## config.mk

```make
export PLATFORM = sky130hd
export DESIGN_NAME = bir_ctrl
export DESIGN_NICKNAME = d
export VERILOG_FILES = /design/src/design/bir_pkg.sv /design/src/design/bir_ctrl.sv
export SDC_FILE = /design/constraint.sdc
export NUM_CORES = 1
export LEC_CHECK = 0
export BUFFER_PORTS_ARGS = -buffer_cell sky130_fd_sc_hd__buf_4
export CAP_MARGIN = 0
export CORE_MARGIN = 3
export CORE_UTILIZATION = 46
export DETAILED_ROUTE_END_ITERATION = 10
export GPL_TIMING_DRIVEN = 0
export HOLD_SLACK_MARGIN = 0.05
export PLACE_DENSITY = 0.7
export SLEW_MARGIN = 10
export SYNTH_ARGS = -nofsm -noshare
export SYNTH_HDL_FRONTEND = slang
export SYNTH_SLANG_ARGS = --single-unit
```

## constraint.sdc

```tcl
create_clock -name i_clk -period 2.86 [get_ports i_clk]
set_input_delay 0.429 -clock i_clk [delete_from_list [all_inputs] [get_ports i_clk]]
set_output_delay 0.429 -clock i_clk [all_outputs]
set_load 0.005 [all_outputs]
```

## src/design/bir_pkg.sv

```systemverilog
`timescale 1ns / 1ps
// ----------------------------------------------------------------------------
// bir_pkg
// Shared types and constants of the bilinear resize core: field widths,
// register indexes, controller states and the command/status bundles.
// ----------------------------------------------------------------------------
package bir_pkg;

    // Field widths of one beat
    localparam int COORD_W   = 9;
    localparam int CHAN_W    = 8;
    localparam int PIX_W     = 3 * CHAN_W;
    localparam int SIZE_W    = 10;
    localparam int INV_W     = 16;
    localparam int CFG_IDX_W = 2;
    localparam int CFG_DAT_W = 16;
    localparam int SX_W      = COORD_W + INV_W;
    localparam int IN_DATA_W = 48;
    localparam int OUT_DATA_W = 24;

    // Operation codes carried in the input tuser
    localparam logic OP_LOAD    = 1'b0;
    localparam logic OP_COMPUTE = 1'b1;

    // Register indexes
    localparam logic [CFG_IDX_W-1:0] REG_SRC_WIDTH  = 2'd0;
    localparam logic [CFG_IDX_W-1:0] REG_SRC_HEIGHT = 2'd1;
    localparam logic [CFG_IDX_W-1:0] REG_INV_SCALE  = 2'd2;

    // Register reset values
    localparam logic [SIZE_W-1:0] SRC_WIDTH_RST  = 10'd512;
    localparam logic [SIZE_W-1:0] SRC_HEIGHT_RST = 10'd512;
    localparam logic [INV_W-1:0]  INV_SCALE_RST  = 16'd13653;

    // Neighbor select: bit 0 picks the right column, bit 1 the lower row
    localparam logic [1:0] NB_00 = 2'd0;
    localparam logic [1:0] NB_11 = 2'd3;

    typedef enum logic [6:0] {
        ST_IDLE  = 7'b0000001,
        ST_MAP   = 7'b0000010,
        ST_CHK   = 7'b0000100,
        ST_WGT   = 7'b0001000,
        ST_READ  = 7'b0010000,
        ST_DRAIN = 7'b0100000,
        ST_DONE  = 7'b1000000
    } t_state;

    typedef struct packed {
        logic       ld_wr;    // write the accepted load beat to the frame memory
        logic       capture;  // latch the output position of a compute beat
        logic       map_en;   // scale the position into source space
        logic       chk_en;   // split, range check and clamp neighbors
        logic       wgt_en;   // form weights and row bases, clear accumulators
        logic       rd_en;    // read one neighbor
        logic [1:0] rd_sel;   // which neighbor
        logic       out_load; // load the result register
    } t_cmd;

    typedef struct packed {
        logic oor;            // mapped position lies outside the frame
    } t_sts;

endpackage

```

## src/design/bir_ctrl.sv

```systemverilog
`timescale 1ns / 1ps
// ----------------------------------------------------------------------------
// bir_ctrl
// Sequencer of the resize core: accepts beats, steps a compute item through
// mapping, checking, weighting, four neighbor reads and drain (skipped outside the frame), and owns result valid.
// ----------------------------------------------------------------------------
module bir_ctrl (
    input  logic          i_clk,
    input  logic          i_rst_n,
    input  logic          i_in_valid,
    input  logic          i_op,
    output logic          o_in_ready,
    input  logic          i_out_ready,
    output logic          o_out_valid,
    input  bir_pkg::t_sts i_sts,
    output bir_pkg::t_cmd o_cmd
);

    import bir_pkg::*;

    t_state     r_state, n_state;
    logic [1:0] r_cnt, n_cnt;
    logic       r_out_valid, n_out_valid;
    logic       accept;
    logic       slot_free;

    assign o_in_ready = (r_state == ST_IDLE);
    assign accept     = i_in_valid && o_in_ready;
    assign slot_free  = !r_out_valid || i_out_ready;

    // Next state and commands
    always_comb begin
        n_state = r_state;
        n_cnt   = r_cnt;
        o_cmd   = '0;
        case (r_state)
            ST_IDLE: begin
                if (accept) begin
                    if (i_op == OP_LOAD) begin
                        o_cmd.ld_wr = 1'b1;
                    end else begin
                        o_cmd.capture = 1'b1;
                        n_state       = ST_MAP;
                    end
                end
            end
            ST_MAP: begin
                o_cmd.map_en = 1'b1;
                n_state      = ST_CHK;
            end
            ST_CHK: begin
                o_cmd.chk_en = 1'b1;
                n_state      = ST_WGT;
            end
            ST_WGT: begin
                o_cmd.wgt_en = 1'b1;
                n_cnt        = NB_00;
                n_state      = i_sts.oor ? ST_DONE : ST_READ;
            end
            ST_READ: begin
                o_cmd.rd_en  = 1'b1;
                o_cmd.rd_sel = r_cnt;
                n_cnt        = r_cnt + 2'd1;
                if (r_cnt == NB_11) begin
                    n_state = ST_DRAIN;
                end
            end
            ST_DRAIN: begin
                // wait out the read and product stages
                n_cnt = r_cnt + 2'd1;
                if (r_cnt == 2'd1) begin
                    n_state = ST_DONE;
                end
            end
            ST_DONE: begin
                if (slot_free) begin
                    o_cmd.out_load = 1'b1;
                    n_state        = ST_IDLE;
                end
            end
            default: begin
                n_state = ST_IDLE;
            end
        endcase
    end

    // Result valid: set on load, drop when taken
    always_comb begin
        n_out_valid = r_out_valid;
        if (o_cmd.out_load) begin
            n_out_valid = 1'b1;
        end else if (i_out_ready) begin
            n_out_valid = 1'b0;
        end
    end

    always_ff @(posedge i_clk) begin
        if (!i_rst_n) begin
            r_state     <= ST_IDLE;
            r_cnt       <= '0;
            r_out_valid <= 1'b0;
        end else begin
            r_state     <= n_state;
            r_cnt       <= n_cnt;
            r_out_valid <= n_out_valid;
        end
    end

    assign o_out_valid = r_out_valid;

endmodule

```

==> results of run 1 <==
==> worst max-delay path: stages, from the launching register on <==
cell and delay [ns]:
dfxtp_1 0.30, buf_2 0.16, nor4_2 0.40, and3_1 0.30, and2_1 0.15, buf_4 0.10
==> cell usage after synthesis, types with 2 or more instances <==
cell type	number
nand3_2	2
nor4b_1	2
nand2_1	6
nor3b_1	5
o21a_1	2
o211ai_1	2
and2_1	2
dfxtp_1	10
nand3_1	4
ha_1	2
nor4_2	2
inv_1	8
nor2_1	10
buf_2	2
o21ai_0	2
nand4_1	2
and3_1	4
==> metal layers <==
metal | GRT usage (%) | vias up | wire, µm
li1 | - | 342 | -
met1 | 24.0 | 309 | 781
met2 | 31.2 | 22 | 725
met3 | 3.56 | 4 | 86
met4 | 7.02 | 0 | 23
met5 | 0 | - | 0
==> worst paths after layout <==
check,cells past startpoint,slack [ns],start,endpoint
worst min-delay path,3,0.46,i_out_ready,o_out_valid$_SDFFE_PN0P_
worst max-delay path,5,0.74,r_state[2]$_SDFFE_PN0P_,o_cmd[1]
worst min register to register,2,0.53,o_out_valid$_SDFFE_PN0P_,o_out_valid$_SDFFE_PN0P_
worst max register to register,5,1.23,r_state[2]$_SDFFE_PN0P_,r_state[4]$_SDFFE_PN0P_
==> layout by cell type, fill, tap and decap left out, types with 2 or more instances in the layout <==
cell type and instances:
nor4b_1 2, nand4_1 2, inv_1 8, nor2_1 10
o211ai_1 2, and2_1 2, o21ai_0 2, nand2_1 6
nand3_2 2, clkbuf_4 3, nor4_2 2, and3_1 4
buf_2 2, ha_1 2, nand3_1 4, o21a_1 2
nor3b_1 5, dfxtp_1 10, buf_4 16
==> power groups by stage <==
stage	Sequential, mW	Clock (mW)	Combinational, mW
2_1_floorplan	0.159	0	0.0687
3_3_place_gp	0.161	0	0.100
3_5_place_dp	0.161	0	0.102
4_1_cts	0.158	0.134	0.103
5_1_grt	0.160	0.141	0.114
6_report	0.158	0.132	0.102
==> area by class of cell <==
cell class | count | area (µm²) | share of cell area [%]
multi-input combinational | 64 | 453 | 51.3
sequential | 10 | 200 | 22.7
tap | 15 | 18.8 | 2.12
clock buffer | 4 | 36.3 | 4.11
inverter | 8 | 30.0 | 3.40
buffer | 5 | 32.5 | 3.68
timing repair buffer | 15 | 113 | 12.7
==> kinds of logic (layout without fill, tap and decap cells) <==
logic type | count (synthesis) | count (layout)
simple gates | 45 | 45
compound gates | 14 | 14
buf+inv | 13 | 32
flops | 10 | 10
fa+ha+maj | 2 | 2
xor+xnor | 2 | 2
mux | 1 | 1
==> through the flow <==
stage	setup WS, ns	util [%]	std cells	hold slack [ns]
final	0.743	63.9	121	0.461
after global routing	0.627	63.9	121	0.502
after CTS	0.748	63.9	121	0.463
after detailed placement	1.06	61.3	117	0.525
after global placement	1.08	61.3	117	0.529
after floorplan	1.27	-	87	0.494
==> sequential cells by signal (all words and copies together), names as in the netlist <==
name	flops
r_state	7
r_cnt	2
o_out_valid	1
==> out/metrics.csv, run 1 <==
stage;metric;value;unit
logic_synthesis;yosys_warnings;0;
detailed_routing;vias;677;
cells_and_area;layout-drive-gt1-share;30.2;%
pwr;swShare;30.5;%
pwr;power_density;444;nW/µm²
pwr;leakage;0.413;nW
worst_hold_path;hold_class;in2reg;
clock_tree;post_cts_resized;0;
logic_synthesis;muxShareOfSynthArea;1.40;%
logic_synthesis;yosys.area_share.adder;3.50;%
detailed_routing;avgViaCountPerCell;5.60;
pwr;pwr-share-clk;33.6;%
floorplan;io_pins;17;
worst_setup_path;required;2.43;ns
pwr;p_sw;0.120;mW
sta;period_share;74.0;%
placed_design;placed_area;847;µm²
detailed_routing;drt-total-wl;1620;µm
logic_synthesis;synth_top_family_by_area;simple AND/OR/NAND/NOR gates;
clock_tree;cts.clk_slew.worst_paths;0.08;ns
pwr;internal_power;0.273;mW
detailed_routing;drcViolationCount;0;
placed_design;place.gp.congestion;0.760;
logic_synthesis;synth_compound_area_share;15.4;%
pwr;p_total;0.392;mW
clock_tree;clock-sinks;10;
clock_tree;hold_buffers;0;
global_routing;grt_pass1_vias;642;
cells_and_area;area_growth;23.4;%
global_routing;grt_max_degree;11;
logic_synthesis;synth-seq-cells;10;
sta;hold_violations;0;
floorplan;core;1380;µm²
sta;drv_slew;0;
sta;period_needed;2.12;ns
clock_tree;clk_latency;0.27;ns
logic_synthesis;yosys.area_share.simple;40.6;%
cells_and_area;diodes;0;
logic_synthesis;syn_nets;95;
cells_and_area;layout.nets;115;
pwr;ir_drop;0.281;mV
detailed_routing;postRouteAntennaNets;0;
clock_tree;post_cts_buffers;0;
logic_synthesis;seq_area_frac_synth;28.0;%
detailed_routing;drt-initial-drc-count;6;
logic_synthesis;netlist_instances;87;
cells_and_area;fillers;124;
logic_synthesis;synth_area_leaders;dfxtp_1 (28%), nor2_1 (5.2%), nor3b_1 (5.2%);
global_routing;grt_pass1_wl;2840;µm
sta;setup_viol;0;
clock_tree;tritoncts;built;
floorplan;fp.dieW;45.4;µm
global_routing;globalRouteOverflowTotal;0;
sta;tightest_slew;0.433;ns
clock_tree;numCtsBuffers;3;
placed_design;io_buffers;15;
global_routing;grt_usage;18.9;%
logic_synthesis;async_flop_share;0;%
floorplan;dieHeight;45.4;µm
clock_tree;cts_root_buffer;clkbuf_4;
sta;rsz0062_at_grt;no;
detailed_routing;post_drt_wl_per_cell;13.4;µm
logic_synthesis;synth.avg_cell_area;8.23;µm²
outcome;outcome;completed;
clock_tree;clockBufferDepth;2;
logic_synthesis;yosysUniqueCellTypes;37;
logic_synthesis;synth_edf_count;0;
run;cap_violations;0;
logic_synthesis;synth_top_area_share;28.0;%
detailed_routing;dr.pass1.iters;4;
worst_setup_path;path_class;reg2out;
sta;finClkSkew;0.00508;ns
sta;fmax;472;MHz
worst_setup_path;startpoint_type;register;
logic_synthesis;synth_xor_xnor_area_share;2.45;%
pwr;power_frac_comb;26.1;%
sta;final.setup.tns;0;ns
pwr;seqPwrFrac;40.3;%
logic_synthesis;synth_top_cell_by_area;dfxtp_1;
floorplan;std_cell_rows;13;
worst_setup_path;critical_path_arrival;1.69;ns
clock_tree;cts_max_level;1;
cells_and_area;design_area;883;µm²
logic_synthesis;synth_ff_type;dfxtp_1;
worst_setup_path;crit_fanout;7;
floorplan;initial_utilization;51.8;%
worst_setup_path;cp-end-kind;output pin;
logic_synthesis;netlist_area;716;µm²
global_routing;antenna_found_initial;0;
placed_design;hpwl;1160;µm
sta;slew-limit-headroom;70.9;%
floorplan;die_area;2070;µm²
No activity file was read; power rests on OpenSTA's default activity.
==> run 2, diff against run 1 <==
PLACE_DENSITY = 0.73   (was 0.7)
clock period = 1.9 ns   (was 2.86 ns; I/O delays follow)
==> out/metrics.csv, run 2 (synthesis gave the netlist of run 1 again) <==
stage;metric;value;unit
detailed_routing;vias;696;
placed_design;hpwl;1200;µm
global_routing;grt_pass1_wl;2850;µm
floorplan;die_area;2070;µm²
clock_tree;numCtsBuffers;3;
cells_and_area;diodes;0;
detailed_routing;drcViolationCount;0;
sta;period_share;95.5;%
worst_setup_path;crit_fanout;6;
sta;tightest_slew;0.418;ns
sta;hold_violations;0;
cells_and_area;final_cells;125;
sta;slew-limit-headroom;71.8;%
sta;setup_viol;0;
global_routing;globalRouteOverflowTotal;0;
cells_and_area;layout.nets;119;
clock_tree;clock-sinks;10;
pwr;power_density;673;nW/µm²
pwr;pwr-share-clk;31.6;%
cells_and_area;top_register;r_state;
worst_setup_path;path_class;reg2out;
worst_hold_path;min_from;i_out_ready;
worst_setup_path;worstReg2RegEnd;r_state[6]$_SDFFE_PN0P_;
detailed_routing;dr.pass1.iters;2;
pwr;swShare;31.6;%
worst_setup_path;required;1.62;ns
placed_design;pre_cts_ws;0.192;ns
pwr;seqPwrFrac;38.6;%
clock_tree;cts.clk_slew.worst_paths;0.08;ns
cells_and_area;most-common-layout-cells;buf_4 (20), nor2_1 (10), inv_1 (8), dfxtp_1 (8), nand2_1 (5);
cells_and_area;fillers;108;
clock_tree;clockBufferDepth;2;
pwr;power_frac_comb;29.8;%
floorplan;io_pins;17;
global_routing;antenna_found_initial;0;
detailed_routing;avgViaCountPerCell;5.57;
detailed_routing;postRouteAntennaNets;0;
clock_tree;clk_latency;0.28;ns
cells_and_area;area_growth;33.6;%
placed_design;place.gp.congestion;0.722;
sta;period_needed;1.81;ns
sta;worst_slack;0.0857;ns
sta;finClkSkew;0.00487;ns
cells_and_area;multi_input_area;493;µm²
worst_setup_path;rrSetupSlack;0.21;ns
worst_hold_path;timing.hold.worst_path_depth;3;
clock_tree;cts_root_buffer;clkbuf_4;
detailed_routing;post_drt_wl_per_cell;14.3;µm
clock_tree;tritoncts;built;
sta;fmax;551;MHz
pwr;internal_power;0.440;mW
cells_and_area;seq_area;203;µm²
outcome;outcome;completed;
worst_setup_path;critical_path_arrival;1.53;ns
pwr;ir_drop;0.548;mV
floorplan;dieHeight;45.4;µm
pwr;leakage;0.436;nW
cells_and_area;largest_reg_flops;7;
global_routing;grt_pass1_vias;606;
run;cap_violations;0;
global_routing;grt_usage;19.9;%
floorplan;initial_utilization;51.8;%
worst_setup_path;cp-end-kind;output pin;
detailed_routing;drt-total-wl;1790;µm
floorplan;std_cell_rows;13;
worst_setup_path;rr_startpoint;r_state[5]$_SDFFE_PN0P_;
global_routing;grt_max_degree;11;
cells_and_area;fin_util;69.1;%
sta;final.setup.tns;0;ns
placed_design;io_buffers;15;
pwr;p_total;0.643;mW
worst_setup_path;startpoint_type;register;
worst_hold_path;holdPathEnd;o_out_valid$_SDFFE_PN0P_;
worst_hold_path;hold_class;in2reg;
sta;drv_slew;0;
worst_setup_path;r2r_cells;7;
floorplan;core;1380;µm²
cells_and_area;mostFrequentLayoutCell;buf_4;
pwr;p_sw;0.203;mW
floorplan;fp.dieW;45.4;µm
clock_tree;cts_max_level;1;
placed_design;placed_cells;117;
cells_and_area;layout-drive-gt1-share;39.1;%
detailed_routing;drt-initial-drc-count;7;
==> run 2: routing by layer <==
metal	vias up	track usage, %	part of all wire, %
met3	5	3.56	3.4
met2	12	27.3	45
met1	324	27.4	49
met5	-	0	0
met4	0	14.0	2.6
li1	355	-	-
==> run 2: power groups by stage <==
stage	combinational, mW	sequential [mW]	clock [mW]
finish	0.191	0.248	0.203
global route	0.209	0.249	0.218
CTS	0.164	0.243	0.204
detailed placement	0.153	0.243	0
global placement	0.149	0.243	0
floorplan	0.103	0.239	0
==> run 2: critical path, cell delays in order, from the launching register on <==
cell and delay [ns]:
dfxtp_1 0.42, nor4_4 0.35, and3_4 0.25, and2_1 0.13, buf_4 0.10
==> run 2: timing repair <==
action	CTS	global route
endpoints found under the setup margin	3	7
hold endpoints to repair	0	0
hold buffers	0	0
pin swaps	1	2
resized for setup	4	5
setup buffers	1	3
==> run 2: worst max path at each step <==
| stage | startpoint | to | slack, ns | depth (start not counted) |
|---|---|---|---|---|
| 3_3_place_gp | r_state[2]$_SDFFE_PN0P_ | o_cmd[1] | 0.25 | 5 |
| 3_5_place_dp | r_state[5]$_SDFFE_PN0P_ | o_cmd[8] | 0.19 | 5 |
| 2_1_floorplan | r_state[2]$_SDFFE_PN0P_ | o_cmd[1] | 0.45 | 4 |
| 5_1_grt | r_state[5]$_SDFFE_PN0P_ | o_cmd[5] | -0.002 | 6 |
| 4_1_cts | r_state[2]$_SDFFE_PN0P_ | o_cmd[4] | 0.006 | 5 |
| 6_report | r_state[1]$_SDFFE_PN0P_ | o_cmd[1] | 0.09 | 4 |
==> run 2: per-stage QoR <==
stage	hold WS, ns	instance area, µm²
final	0.323	956
after global routing	0.373	956
after CTS	0.316	915
after detailed placement	0.522	847
after global placement	0.510	847
after floorplan	0.487	716
==> run 2: cell type report <==
class,instances,share of cell area [%]
repair buffers,19,14.9
inverters,8,3.14
plain buffers,5,3.40
flip-flops and latches,10,21.2
well taps,15,1.96
clock buffers,4,3.80
multi-input cells,64,51.6
